File: config.mk
export PLATFORM = sky130hd
export DESIGN_NAME = framed_packet_tx_buffer
export DESIGN_NICKNAME = d
export VERILOG_FILES = /design/src/ftb_pkg.sv /design/src/ftb_ram.sv /design/src/framed_packet_tx_buffer.sv
export SDC_FILE = /design/constraint.sdc
export NUM_CORES = 1
export LEC_CHECK = 0
export ABC_AREA = 1
export BUFFER_PORTS_ARGS = -buffer_cell sky130_fd_sc_hd__buf_4
export CAP_MARGIN = 20
export CORE_ASPECT_RATIO = 2
export CORE_UTILIZATION = 60
export DETAILED_ROUTE_END_ITERATION = 12
export PLACE_DENSITY = 0.83
export REMOVE_ABC_BUFFERS = 1
export SYNTH_ARGS = -nofsm -noshare
export SYNTH_HDL_FRONTEND = slang
export SYNTH_SLANG_ARGS = --single-unit
File: constraint.sdc
create_clock -name clk -period 11.2 [get_ports clk]
set_clock_uncertainty 0.05 [all_clocks]
set_input_delay 0.56 -clock clk [delete_from_list [all_inputs] [get_ports clk]]
set_output_delay 0.56 -clock clk [all_outputs]
set_load 0.01 [all_outputs]
File: src/ftb_pkg.sv
// ----------------------------------------------------------------------------
// ftb_pkg
// Shared codes and helpers for the framed packet transmit buffer.
// ----------------------------------------------------------------------------
package ftb_pkg;

    typedef enum logic [1:0] {
        OP_START = 2'd0,
        OP_DATA  = 2'd1,
        OP_READY = 2'd2
    } op_t;

    typedef enum logic [1:0] {
        ST_OK        = 2'd0,
        ST_REJECTED  = 2'd1,
        ST_IGNORED   = 2'd2,
        ST_DISCARDED = 2'd3
    } status_t;

    // sync, sync, id, length, checksum
    localparam int unsigned FRAME_OVERHEAD = 5;
    localparam int unsigned HEADER_BYTES   = 4;

    localparam logic [7:0] BYTE_MASK = 8'hFF;

    // register indexes on the configuration port
    localparam logic REG_SYNC_FIRST  = 1'b0;
    localparam logic REG_SYNC_SECOND = 1'b1;

    function automatic logic [7:0] twos_neg(input logic [7:0] s);
        return (s ^ BYTE_MASK) + 8'd1;
    endfunction

endpackage

File: src/ftb_ram.sv
// ----------------------------------------------------------------------------
// ftb_ram
// Generic single write port, single read port RAM with registered read data.
// ----------------------------------------------------------------------------
module ftb_ram #(
    parameter int WIDTH = 8,
    parameter int DEPTH = 128
) (
    input  logic                     clk,
    input  logic                     wr_en,
    input  logic [$clog2(DEPTH)-1:0] wr_addr,
    input  logic [WIDTH-1:0]         wr_data,
    input  logic                     rd_en,
    input  logic [$clog2(DEPTH)-1:0] rd_addr,
    output logic [WIDTH-1:0]         rd_data
);

    logic [WIDTH-1:0] mem [DEPTH];

    always_ff @(posedge clk)
    begin
        if (wr_en)
        begin
            mem[wr_addr] <= wr_data;
        end
    end

    // read data holds until the next read
    always_ff @(posedge clk)
    begin
        if (rd_en)
        begin
            rd_data <= mem[rd_addr];
        end
    end

endmodule

File: src/framed_packet_tx_buffer.sv
// ----------------------------------------------------------------------------
// framed_packet_tx_buffer
// Transmit framer: stores sync bytes, id, length, payload and checksum of each
// packet in a linear byte buffer and hands the bytes out one at a time.
// ----------------------------------------------------------------------------
// Usage:
//   Input channel (in_valid / in_stall) carries one word per item: op with
//   packet_id, payload_length or data_byte. Output channel (out_valid /
//   out_stall) returns exactly one result word per input word, in order.
//   Sync bytes are set over the APB port (0x0 first, 0x4 second) while idle.
// Timing:
//   out_valid rises at the clock edge after the one that takes its word, unless
//   a stalled result holds the output register. Payload bytes and ready words
//   go back to back unless the output stalls; a closing byte or start word
//   stalls the input while the sequencer writes the rest: one write port.
// Stall:
//   One finished result may wait in the output register while the next word
//   is taken into the pending stage; after that in_stall rises until
//   out_stall drops.
// Reset:
//   Positions, flags, sum and sync bytes clear; buffer contents are left as is
//   and are only ever read below the write position.
// ----------------------------------------------------------------------------
module framed_packet_tx_buffer #(
    parameter int BUFFER_DEPTH = 128
) (
    input  logic                  clk,
    input  logic                  rst_n,

    input  logic                  in_valid,
    output logic                  in_stall,
    input  logic [1:0]            op,
    input  logic [7:0]            packet_id,
    input  logic [7:0]            payload_length,
    input  logic [7:0]            data_byte,

    output logic                  out_valid,
    input  logic                  out_stall,
    output logic                  tx_valid,
    output logic [7:0]            tx_byte,
    output logic                  packet_complete,
    output ftb_pkg::status_t      status,

    input  logic                  psel,
    input  logic                  penable,
    input  logic                  pwrite,
    input  logic [2:0]            paddr,
    input  logic [31:0]           pwdata,
    output logic [31:0]           prdata,
    output logic                  pready
);

    import ftb_pkg::*;

    localparam int PW = $clog2(BUFFER_DEPTH + 1);
    localparam int AW = $clog2(BUFFER_DEPTH);
    localparam int SW = ((PW > 9) ? PW : 9) + 1;

    // configuration
    logic [7:0] sync_first_reg, sync_second_reg;
    logic       cfg_wr;

    // framing state
    logic [PW-1:0] wr_pos_reg, wr_pos_next;
    logic [PW-1:0] rd_pos_reg, rd_pos_next;
    logic          open_reg, open_next;
    logic          discard_reg, discard_next;
    logic [7:0]    remain_reg, remain_next;
    logic [7:0]    sum_reg, sum_next;

    // write sequencer for header and checksum bytes
    logic [2:0]    seq_cnt_reg, seq_cnt_next;
    logic [AW-1:0] seq_addr_reg, seq_addr_next;
    logic [7:0]    seq_q_reg [HEADER_BYTES];
    logic [7:0]    seq_q_next [HEADER_BYTES];

    // RAM ports
    logic          wr_en, rd_en;
    logic [AW-1:0] wr_addr;
    logic [7:0]    wr_data, rd_data;

    // pending stage and output register
    logic          p_valid_reg, p_valid_next;
    logic          p_read_reg;
    logic          p_done_reg;
    status_t       p_status_reg;
    logic          res_read, res_done;
    status_t       res_status;

    logic          out_valid_reg, out_valid_next;
    logic          o_tx_valid_reg;
    logic [7:0]    o_tx_byte_reg;
    logic          o_done_reg;
    status_t       o_status_reg;

    logic          in_fire, p_move;
    logic [SW-1:0] frame_end;
    logic [7:0]    sum_data;
    logic [PW-1:0] rd_pos_inc;

    assign p_move   = p_valid_reg && (!out_valid_reg || !out_stall);
    assign in_stall = (seq_cnt_reg != 3'd0) || (p_valid_reg && !p_move);
    assign in_fire  = in_valid && !in_stall;

    assign frame_end  = SW'(payload_length) + SW'(FRAME_OVERHEAD) + SW'(wr_pos_reg);
    assign sum_data   = sum_reg + data_byte;
    assign rd_pos_inc = rd_pos_reg + PW'(1);

    // ------------------------------------------------------------------
    // APB configuration
    // ------------------------------------------------------------------
    assign pready = 1'b1;
    assign cfg_wr = psel && penable && pwrite && pready;
    assign prdata = (paddr[2] == REG_SYNC_SECOND) ? {24'd0, sync_second_reg}
                                                  : {24'd0, sync_first_reg};

    always_ff @(posedge clk or negedge rst_n)
    begin
        if (!rst_n)
        begin
            sync_first_reg  <= 8'd0;
            sync_second_reg <= 8'd0;
        end
        else if (cfg_wr)
        begin
            if (paddr[2] == REG_SYNC_FIRST)
            begin
                sync_first_reg <= pwdata[7:0];
            end
            else
            begin
                sync_second_reg <= pwdata[7:0];
            end
        end
    end

    // ------------------------------------------------------------------
    // Item decode and state update
    // ------------------------------------------------------------------
    always_comb
    begin
        wr_pos_next   = wr_pos_reg;
        rd_pos_next   = rd_pos_reg;
        open_next     = open_reg;
        discard_next  = discard_reg;
        remain_next   = remain_reg;
        sum_next      = sum_reg;
        seq_cnt_next  = seq_cnt_reg;
        seq_addr_next = seq_addr_reg;
        seq_q_next    = seq_q_reg;
        wr_en         = 1'b0;
        wr_addr       = wr_pos_reg[AW-1:0];
        wr_data       = data_byte;
        rd_en         = 1'b0;
        res_read      = 1'b0;
        res_done      = 1'b0;
        res_status    = ST_IGNORED;

        if (seq_cnt_reg != 3'd0)
        begin
            wr_en         = 1'b1;
            wr_addr       = seq_addr_reg;
            wr_data       = seq_q_reg[0];
            seq_addr_next = seq_addr_reg + AW'(1);
            seq_cnt_next  = seq_cnt_reg - 3'd1;
            for (int i = 0; i < HEADER_BYTES - 1; i++)
            begin
                seq_q_next[i] = seq_q_reg[i+1];
            end
        end

        if (in_fire)
        begin
            unique case (op)
                OP_START:
                begin
                    if (!open_reg && !discard_reg)
                    begin
                        if (frame_end > SW'(BUFFER_DEPTH))
                        begin
                            res_status = ST_REJECTED;
                            if (payload_length != 8'd0)
                            begin
                                discard_next = 1'b1;
                                remain_next  = payload_length;
                            end
                        end
                        else
                        begin
                            res_status    = ST_OK;
                            // first sync byte now, the rest from the sequencer
                            wr_en         = 1'b1;
                            wr_data       = sync_first_reg;
                            seq_q_next[0] = sync_second_reg;
                            seq_q_next[1] = packet_id;
                            seq_q_next[2] = payload_length;
                            seq_q_next[3] = twos_neg(packet_id + payload_length);
                            seq_addr_next = wr_pos_reg[AW-1:0] + AW'(1);
                            sum_next      = packet_id + payload_length;
                            remain_next   = payload_length;
                            if (payload_length == 8'd0)
                            begin
                                res_done     = 1'b1;
                                open_next    = 1'b0;
                                seq_cnt_next = 3'd4;
                                wr_pos_next  = wr_pos_reg + PW'(FRAME_OVERHEAD);
                            end
                            else
                            begin
                                open_next    = 1'b1;
                                seq_cnt_next = 3'd3;
                                wr_pos_next  = wr_pos_reg + PW'(HEADER_BYTES);
                            end
                        end
                    end
                end
                OP_DATA:
                begin
                    if (open_reg)
                    begin
                        res_status = ST_OK;
                        wr_en      = 1'b1;
                        sum_next   = sum_data;
                        // an open packet always expects at least one byte
                        if (remain_reg == 8'd1)
                        begin
                            res_done      = 1'b1;
                            open_next     = 1'b0;
                            remain_next   = 8'd0;
                            seq_q_next[0] = twos_neg(sum_data);
                            seq_addr_next = wr_pos_reg[AW-1:0] + AW'(1);
                            seq_cnt_next  = 3'd1;
                            wr_pos_next   = wr_pos_reg + PW'(2);
                        end
                        else
                        begin
                            remain_next = remain_reg - 8'd1;
                            wr_pos_next = wr_pos_reg + PW'(1);
                        end
                    end
                    else if (discard_reg)
                    begin
                        res_status  = ST_DISCARDED;
                        remain_next = remain_reg - 8'd1;
                        if (remain_reg == 8'd1)
                        begin
                            discard_next = 1'b0;
                        end
                    end
                end
                OP_READY:
                begin
                    if (!open_reg)
                    begin
                        if (rd_pos_reg < wr_pos_reg)
                        begin
                            res_status = ST_OK;
                            res_read   = 1'b1;
                            rd_en      = 1'b1;
                            if (rd_pos_inc >= wr_pos_reg)
                            begin
                                rd_pos_next = '0;
                                wr_pos_next = '0;
                            end
                            else
                            begin
                                rd_pos_next = rd_pos_inc;
                            end
                        end
                        else
                        begin
                            rd_pos_next = '0;
                            wr_pos_next = '0;
                        end
                    end
                end
                default:
                begin
                    res_status = ST_IGNORED;
                end
            endcase
        end
    end

    always_ff @(posedge clk or negedge rst_n)
    begin
        if (!rst_n)
        begin
            wr_pos_reg  <= '0;
            rd_pos_reg  <= '0;
            open_reg    <= 1'b0;
            discard_reg <= 1'b0;
            remain_reg  <= 8'd0;
            sum_reg     <= 8'd0;
            seq_cnt_reg <= 3'd0;
        end
        else
        begin
            wr_pos_reg  <= wr_pos_next;
            rd_pos_reg  <= rd_pos_next;
            open_reg    <= open_next;
            discard_reg <= discard_next;
            remain_reg  <= remain_next;
            sum_reg     <= sum_next;
            seq_cnt_reg <= seq_cnt_next;
        end
    end

    always_ff @(posedge clk)
    begin
        seq_addr_reg <= seq_addr_next;
        seq_q_reg    <= seq_q_next;
    end

    ftb_ram #(
        .WIDTH (8),
        .DEPTH (BUFFER_DEPTH)
    ) u_store (
        .clk     (clk),
        .wr_en   (wr_en),
        .wr_addr (wr_addr),
        .wr_data (wr_data),
        .rd_en   (rd_en),
        .rd_addr (rd_pos_reg[AW-1:0]),
        .rd_data (rd_data)
    );

    // ------------------------------------------------------------------
    // Pending stage (waits for RAM read data) and output register
    // ------------------------------------------------------------------
    always_comb
    begin
        p_valid_next = p_valid_reg;
        if (in_fire)
        begin
            p_valid_next = 1'b1;
        end
        else if (p_move)
        begin
            p_valid_next = 1'b0;
        end

        out_valid_next = out_valid_reg;
        if (p_move)
        begin
            out_valid_next = 1'b1;
        end
        else if (!out_stall)
        begin
            out_valid_next = 1'b0;
        end
    end

    always_ff @(posedge clk or negedge rst_n)
    begin
        if (!rst_n)
        begin
            p_valid_reg   <= 1'b0;
            out_valid_reg <= 1'b0;
        end
        else
        begin
            p_valid_reg   <= p_valid_next;
            out_valid_reg <= out_valid_next;
        end
    end

    always_ff @(posedge clk)
    begin
        if (in_fire)
        begin
            p_read_reg   <= res_read;
            p_done_reg   <= res_done;
            p_status_reg <= res_status;
        end
        if (p_move)
        begin
            o_tx_valid_reg <= p_read_reg;
            o_tx_byte_reg  <= p_read_reg ? rd_data : 8'd0;
            o_done_reg     <= p_done_reg;
            o_status_reg   <= p_status_reg;
        end
    end

    assign out_valid       = out_valid_reg;
    assign tx_valid        = o_tx_valid_reg;
    assign tx_byte         = o_tx_byte_reg;
    assign packet_complete = o_done_reg;
    assign status          = o_status_reg;

    // ------------------------------------------------------------------
    // Assertions
    // ------------------------------------------------------------------
    a_rd_not_past_wr: assert property (@(posedge clk) disable iff (!rst_n)
        rd_pos_reg <= wr_pos_reg)
        else $error("read position passed write position");

    a_wr_in_range: assert property (@(posedge clk) disable iff (!rst_n)
        wr_pos_reg <= PW'(BUFFER_DEPTH))
        else $error("write position beyond buffer");

    a_open_xor_discard: assert property (@(posedge clk) disable iff (!rst_n)
        !(open_reg && discard_reg))
        else $error("packet open while discarding");

    a_seq_only_when_closed: assert property (@(posedge clk) disable iff (!rst_n)
        (in_fire && op == OP_READY) |-> (seq_cnt_reg == 3'd0 && !wr_en))
        else $error("buffer read while header or checksum write pending");

    a_tx_status: assert property (@(posedge clk) disable iff (!rst_n)
        (out_valid && tx_valid) |-> (status == ST_OK))
        else $error("byte sent with non ok status");

endmodule

# After elaboration in Yosys (flattened, before gate mapping)
# Memory sizes are Yosys's and may differ from the RTL's. A register that Yosys moved wholly into a read port is not among the register bits.
# Cells that the tools add are included.
# classes
addsub	15
magnitude_cmp	3
n_eq_ne	14
mux	93
n_bitwise	5
n_reduce_logical	30
# op_table
op	n
$mux 8	27
$mux 32	3
$mux 7	7
$mux 24	2
$pmux 8 s2	3
$add 8x1->8 const B	4
$mux 1	32
$pmux 8 s3	1
$mux 3	7
$add 8x3->8 const B	2
$add 8x8->8	2
$not 8->8	2
$add 7x1->7 const B	2
$ne 2x2->1 const B	7
$pmux 7 s2	1
$add 9x8->10	1
$gt 10x8->1 const B	1
$reduce_and 5->1	2
$add 8x3->9 const B	1
$ne 3x3->1 const B	3
$add 8x2->8 const B	1
$eq 8x1->1 const B	1
$ge 8x8->1	1
$logic_not 8->1	1
other kinds (23)	46
# totals
ff_bits	110
ram_bits	1024
input_bits	68
output_inout_bits	47
n_memories	1
# mem_list
memory	words	width	rd	rd_ports_with_merged_regs	write_ports	line_no	source
u_store.mem	128	8	1	1	1	ftb_ram.sv:18	logic [WIDTH-1:0] mem [DEPTH];

# Logic depth before layout (Yosys ltp)
# depth
depth_word	11
mapped_depth	21
ltp_nobuf	20

# Cells and area by module
# From an unflattened synthesis, not the netlist that was laid out.
# unflattened
cells_unflattened	4728
area_unflattened_um2	50514.7
# modules_own_cells
module	instances	cells_each	area_each_um2
ftb_ram	1	3575	42184.2
framed_packet_tx_buffer	1	1153	8330.5

# Least setup slack after synthesis
# OpenSTA, ideal clock, no wires.
# synth_path
path_kind	input-to-reg
from	input port payload_length[1]
to	memory u_store.mem[0][0], data pin
setup_time_ps	487
arrival_time_ps	4130
required_time_ps	10663
path_slack_ps	6533
cell_stages	17
path_cell_list	ha_1 ha_1 fa_1 inv_1 nand3b_1 nor2_1 o21ai_0 nor2_1 nand2_1 nand2_1 nand4_4 clkinv_2 nand2_4 clkbuf_1 o21ai_0 o21ai_0 inv_1
# synth_via
elab_chain_len	7
# synth_lines
item	line_no	source
from (decl)	framed_packet_tx_buffer.sv:34	input logic [7:0] payload_length,
$add 8x3->9	framed_packet_tx_buffer.sv:105	assign frame_end = SW'(payload_length) + SW'(FRAME_OVERHEAD) + SW'(wr_pos_reg);
$add 9x8->10	framed_packet_tx_buffer.sv:105	
$gt 10x8->1	framed_packet_tx_buffer.sv:179	if (frame_end > SW'(BUFFER_DEPTH))
$mux 8	framed_packet_tx_buffer.sv:179	
$mux 8	framed_packet_tx_buffer.sv:177	if (!open_reg && !discard_reg)
$mux 8	framed_packet_tx_buffer.sv:174	unique case (op)
$mux 8	framed_packet_tx_buffer.sv:172	if (in_fire)
net u_store.wr_data[0]	ftb_ram.sv:12	input logic [WIDTH-1:0] wr_data,
to (decl)	ftb_ram.sv:18	
# The timed path passes the listed nets, and every way through them passes these cells.

# Worst setup path after layout
# layout_path
from	register wr_pos_reg[0]
to	memory u_store.mem[40][0], data pin
# layout_via
elab_chain_len	6
# layout_lines
item	line_no	source
from (decl)	framed_packet_tx_buffer.sv:64	logic [PW-1:0] wr_pos_reg, wr_pos_next;
from (signal assigned)	framed_packet_tx_buffer.sv:299	wr_pos_reg <= wr_pos_next;
$add 9x8->10	framed_packet_tx_buffer.sv:105	
$gt 10x8->1	framed_packet_tx_buffer.sv:179	
$mux 8	framed_packet_tx_buffer.sv:179	
$mux 8	framed_packet_tx_buffer.sv:177	
$mux 8	framed_packet_tx_buffer.sv:174	
$mux 8	framed_packet_tx_buffer.sv:172	
net u_store.wr_data[0]	ftb_ram.sv:12	
# The timed path passes the listed nets, and every way through them passes these cells.

==> impl_metrics.env <==
export IMPL_largest_register_ffs=1024
export IMPL_netlist_top_cell_by_area="edfxtp_1"
export IMPL_outcome="complete, no violations"
export IMPL_intPower_w=0.00877
export IMPL_drcViolationCount=0
export IMPL_total_leakage_power_nw=18.1
export IMPL_final_cells=5244
export IMPL_synth_edf_count=1056
export IMPL_pwr_share_comb_pct=35.3
export IMPL_yosysSeqAreaShare_pct=69.0
export IMPL_cp_start_kind="flop"
export IMPL_syn_area_um2=48800
export IMPL_clkTransAtPathRegs_ns=0.07
export IMPL_place_congestion=0.972
export IMPL_cp_arrival_ns=6.21
export IMPL_clkLatencyLatePin_ns=0.68
export IMPL_p_clk_share_pct=22.1
export IMPL_power_density_nw_per_um2=274
export IMPL_cp_max_fo=80
export IMPL_overflow=0
export IMPL_die_w_um=204
export IMPL_end_kind="flop"
export IMPL_grt_use_total_pct=32.3
export IMPL_power_frac_seq_pct=42.6
export IMPL_io_pins=115
export IMPL_die_area_um2=82600
export IMPL_min_path_type="input pin to flop"
export IMPL_vias=34300
export IMPL_worst_pin_slew_ns=1.17
export IMPL_layout_worst_path_cycle_share_pct=53.0
export IMPL_area_growth_pct=7.99
export IMPL_timing_hold_ws_ns=0.0713
export IMPL_ys_flop_type="edfxtp_1"
export IMPL_cpPeakStageDelay_ns=0.77
export IMPL_placedCellCount=5075
export IMPL_initial_core_util_pct=60.8
export IMPL_grt_pass1_vias=33900
export IMPL_drive_gt1_share_pct=6.79
export IMPL_fin_setup_tns_ns=0
export IMPL_fin_nets=4256
export IMPL_grt_start_max_net_pins=195
export IMPL_firstDrtPassIters=8
export IMPL_syn_area_per_cell_um2=11.7
export IMPL_coreArea_um2=80400
export IMPL_row_count=147
export IMPL_yosysUniqueCellTypes=53
export IMPL_drt_total_wl_um=133000
export IMPL_yosysWarningCount=0
export IMPL_ant_nets=0
export IMPL_cts_resized=0
export IMPL_slew_viol_final=0
export IMPL_final_hold_violation_count=0
export IMPL_drt_initial_drc_count=4450
export IMPL_place_port_buffers=63
export IMPL_grt_pass1_wl_um=197000
export IMPL_report_power_total_w=0.0144
export IMPL_maxCapViolCount=0
export IMPL_clkSinkCount=1142
export IMPL_postSynthCellCount=4188
export IMPL_fmax_mhz=169
export IMPL_worst_path_buf_inv=6
export IMPL_vias_per_cell=6.54
export IMPL_async_flop_share_pct=4.82
export IMPL_min_period_ns=5.93
export IMPL_critPathRequiredTime_ns=11.48
export IMPL_h_tree_depth=3
export IMPL_cts_max_path_buffers=3
export IMPL_most_common_layout_cells="1056 x edfxtp_1, 714 x nor2_1, 604 x o21ai_0, 413 x nand2_1, 252 x o22ai_1"
export IMPL_wl_per_cell_um=25.4
export IMPL_netlist_area_leader_share_pct=64.9
export IMPL_final_common_cell="edfxtp_1"
export IMPL_switchingPower_w=0.00567
export IMPL_max_slew_margin_rel_pct=21.7
export IMPL_setup_viol=0
export IMPL_swShare_pct=39.2
export IMPL_cts_setup_buffers=0
export IMPL_cts_tree="yes"
export IMPL_path_class="flop to flop"
export IMPL_root_buffer="clkbuf_16"
export IMPL_numCtsBuffers=87
export IMPL_synth_seq_cells=1142
export IMPL_die_h_um=406
export IMPL_synth_area_leaders="edfxtp_1 65%, o21ai_0 6.2%, nor2_1 5.5%"
export IMPL_critical_path_top_delay_family="buffers and inverters"
export IMPL_rsz0062_at_grt="no"
export IMPL_ir_drop_uv=238
export IMPL_worstPathCellList="inv_1 > ha_1 > inv_1 > ha_1 > fa_1 > nand3_1 > nand2_1 > nand2_1 > nand3_1 > inv_1 > nand2_1 > nand2_2 > nand4_4 > clkinv_2 > nand2_4 > o21ai_0 > o21ai_0 > inv_4 > buf_4"
export IMPL_slowest_stage="buf_4"
export IMPL_antenna_found_initial=4
export IMPL_place_hpwl_um=79700
export IMPL_fin_util_pct=65.6
stage by stage:
step	area, um^2	setup WS, ns
global route	52700	5.14
detailed placement	49800	5.51
finish	52700	5.27
floorplan	47700	-6.93
global placement	49800	5.57
CTS	52700	5.45
synthesized netlist by cell type (2+ instances only):
library cell and number:
edfxtp_1 1056, nor2_1 714, o21ai_0 604, nand2_1 416
o22ai_1 252, inv_1 190, clkbuf_1 185, a21oi_1 117
nand3_1 114, o221ai_1 76, ha_1 62, dfrtp_1 55
buf_2 44, xor2_1 35, o211ai_1 34, dfxtp_1 31
a21o_1 30, buf_4 25, nand4_1 19, buf_1 17
nor3_1 11, xnor2_1 11, or2_2 10, clkinv_1 9
nand2_4 9, buf_6 8, mux2i_1 6, a22oi_1 5
nand3b_1 5, nor4_1 4, fa_1 3, nand2_2 3
nand3_2 3, o21ai_1 3, a31oi_1 2, conb_1 2
o31ai_1 2
cell families after synthesis:
family / Yosys count / share of synthesized area [%]
AOI/OAI and AO/OA: 1134 / 13.3
buffers and inverters: 479 / 4.11
adders and majority gates: 65 / 1.71
muxes: 6 / 0.123
xor gates and xnor gates: 46 / 0.825
other: 2 / 0.0154
DFF: 1142 / 69.0
and+or+nand+nor: 1314 / 10.9
what timing repair did:
action | CTS | global route
hold endpoints to repair | 55 | 0
endpoints found under the setup margin | 0 | 0
hold buffers | 1 | 0
path summary, 6_finish.rpt:
| check | startpoint | to | slack, ns | cells after the start |
|---|---|---|---|---|
| worst max register to register | wr_pos_reg[0]$_DFFE_PN0P_ | u_store.mem[40][0]$_DFFE_PP_ | 5.27 | 19 |
| worst min register to register | p_status_reg[1]$_DFFE_PP_ | status[1]$_DFFE_PP_ | 0.39 | 0 |
| worst max-delay path | wr_pos_reg[0]$_DFFE_PN0P_ | u_store.mem[40][0]$_DFFE_PP_ | 5.27 | 19 |
| worst min-delay path | packet_id[0] | seq_q_reg[16]$_DFF_P_ | 0.07 | 3 |
| min in group asynchronous | rst_n | seq_cnt_reg[2]$_DFF_PN0_ | 0.49 | 2 |
| max in group asynchronous | rst_n | rd_pos_reg[1]$_DFFE_PN0P_ | 9.97 | 2 |
worst register-to-register path, delay by kind of cell (launching register included):
family / cells / cell delay [ns]
buf+inv: 6 / 1.92
simple gates: 8 / 1.33
fa+ha+maj: 3 / 0.93
compound gates: 2 / 0.77
flops: 1 / 0.51
final cells by class:
cell class	count	area, um^2
clock buffer	110	2330
fill	5490	27600
antenna	4	10.0
sequential	1142	33700
clock inverter	53	568
timing repair buffer	102	793
multi-input combinational	2590	13200
tap	1043	1310
inverter	200	787
metal layers:
metal | routed length [um] | global-route usage, %
met3 | 12900 | 5.67
met2 | 66600 | 55.0
met4 | 12800 | 27.7
met1 | 40800 | 34.6
met5 | 0 | 0
power groups by stage:
stage | clock network [W] | logic [W] | registers (W)
after floorplan | 0 | 0.00284 | 0.00630
after detailed placement | 0 | 0.00487 | 0.00622
final | 0.00319 | 0.00510 | 0.00615
after global routing | 0.00333 | 0.00538 | 0.00616
after global placement | 0 | 0.00472 | 0.00620
after CTS | 0.00318 | 0.00492 | 0.00613
(Power assumes the default switching activity.)
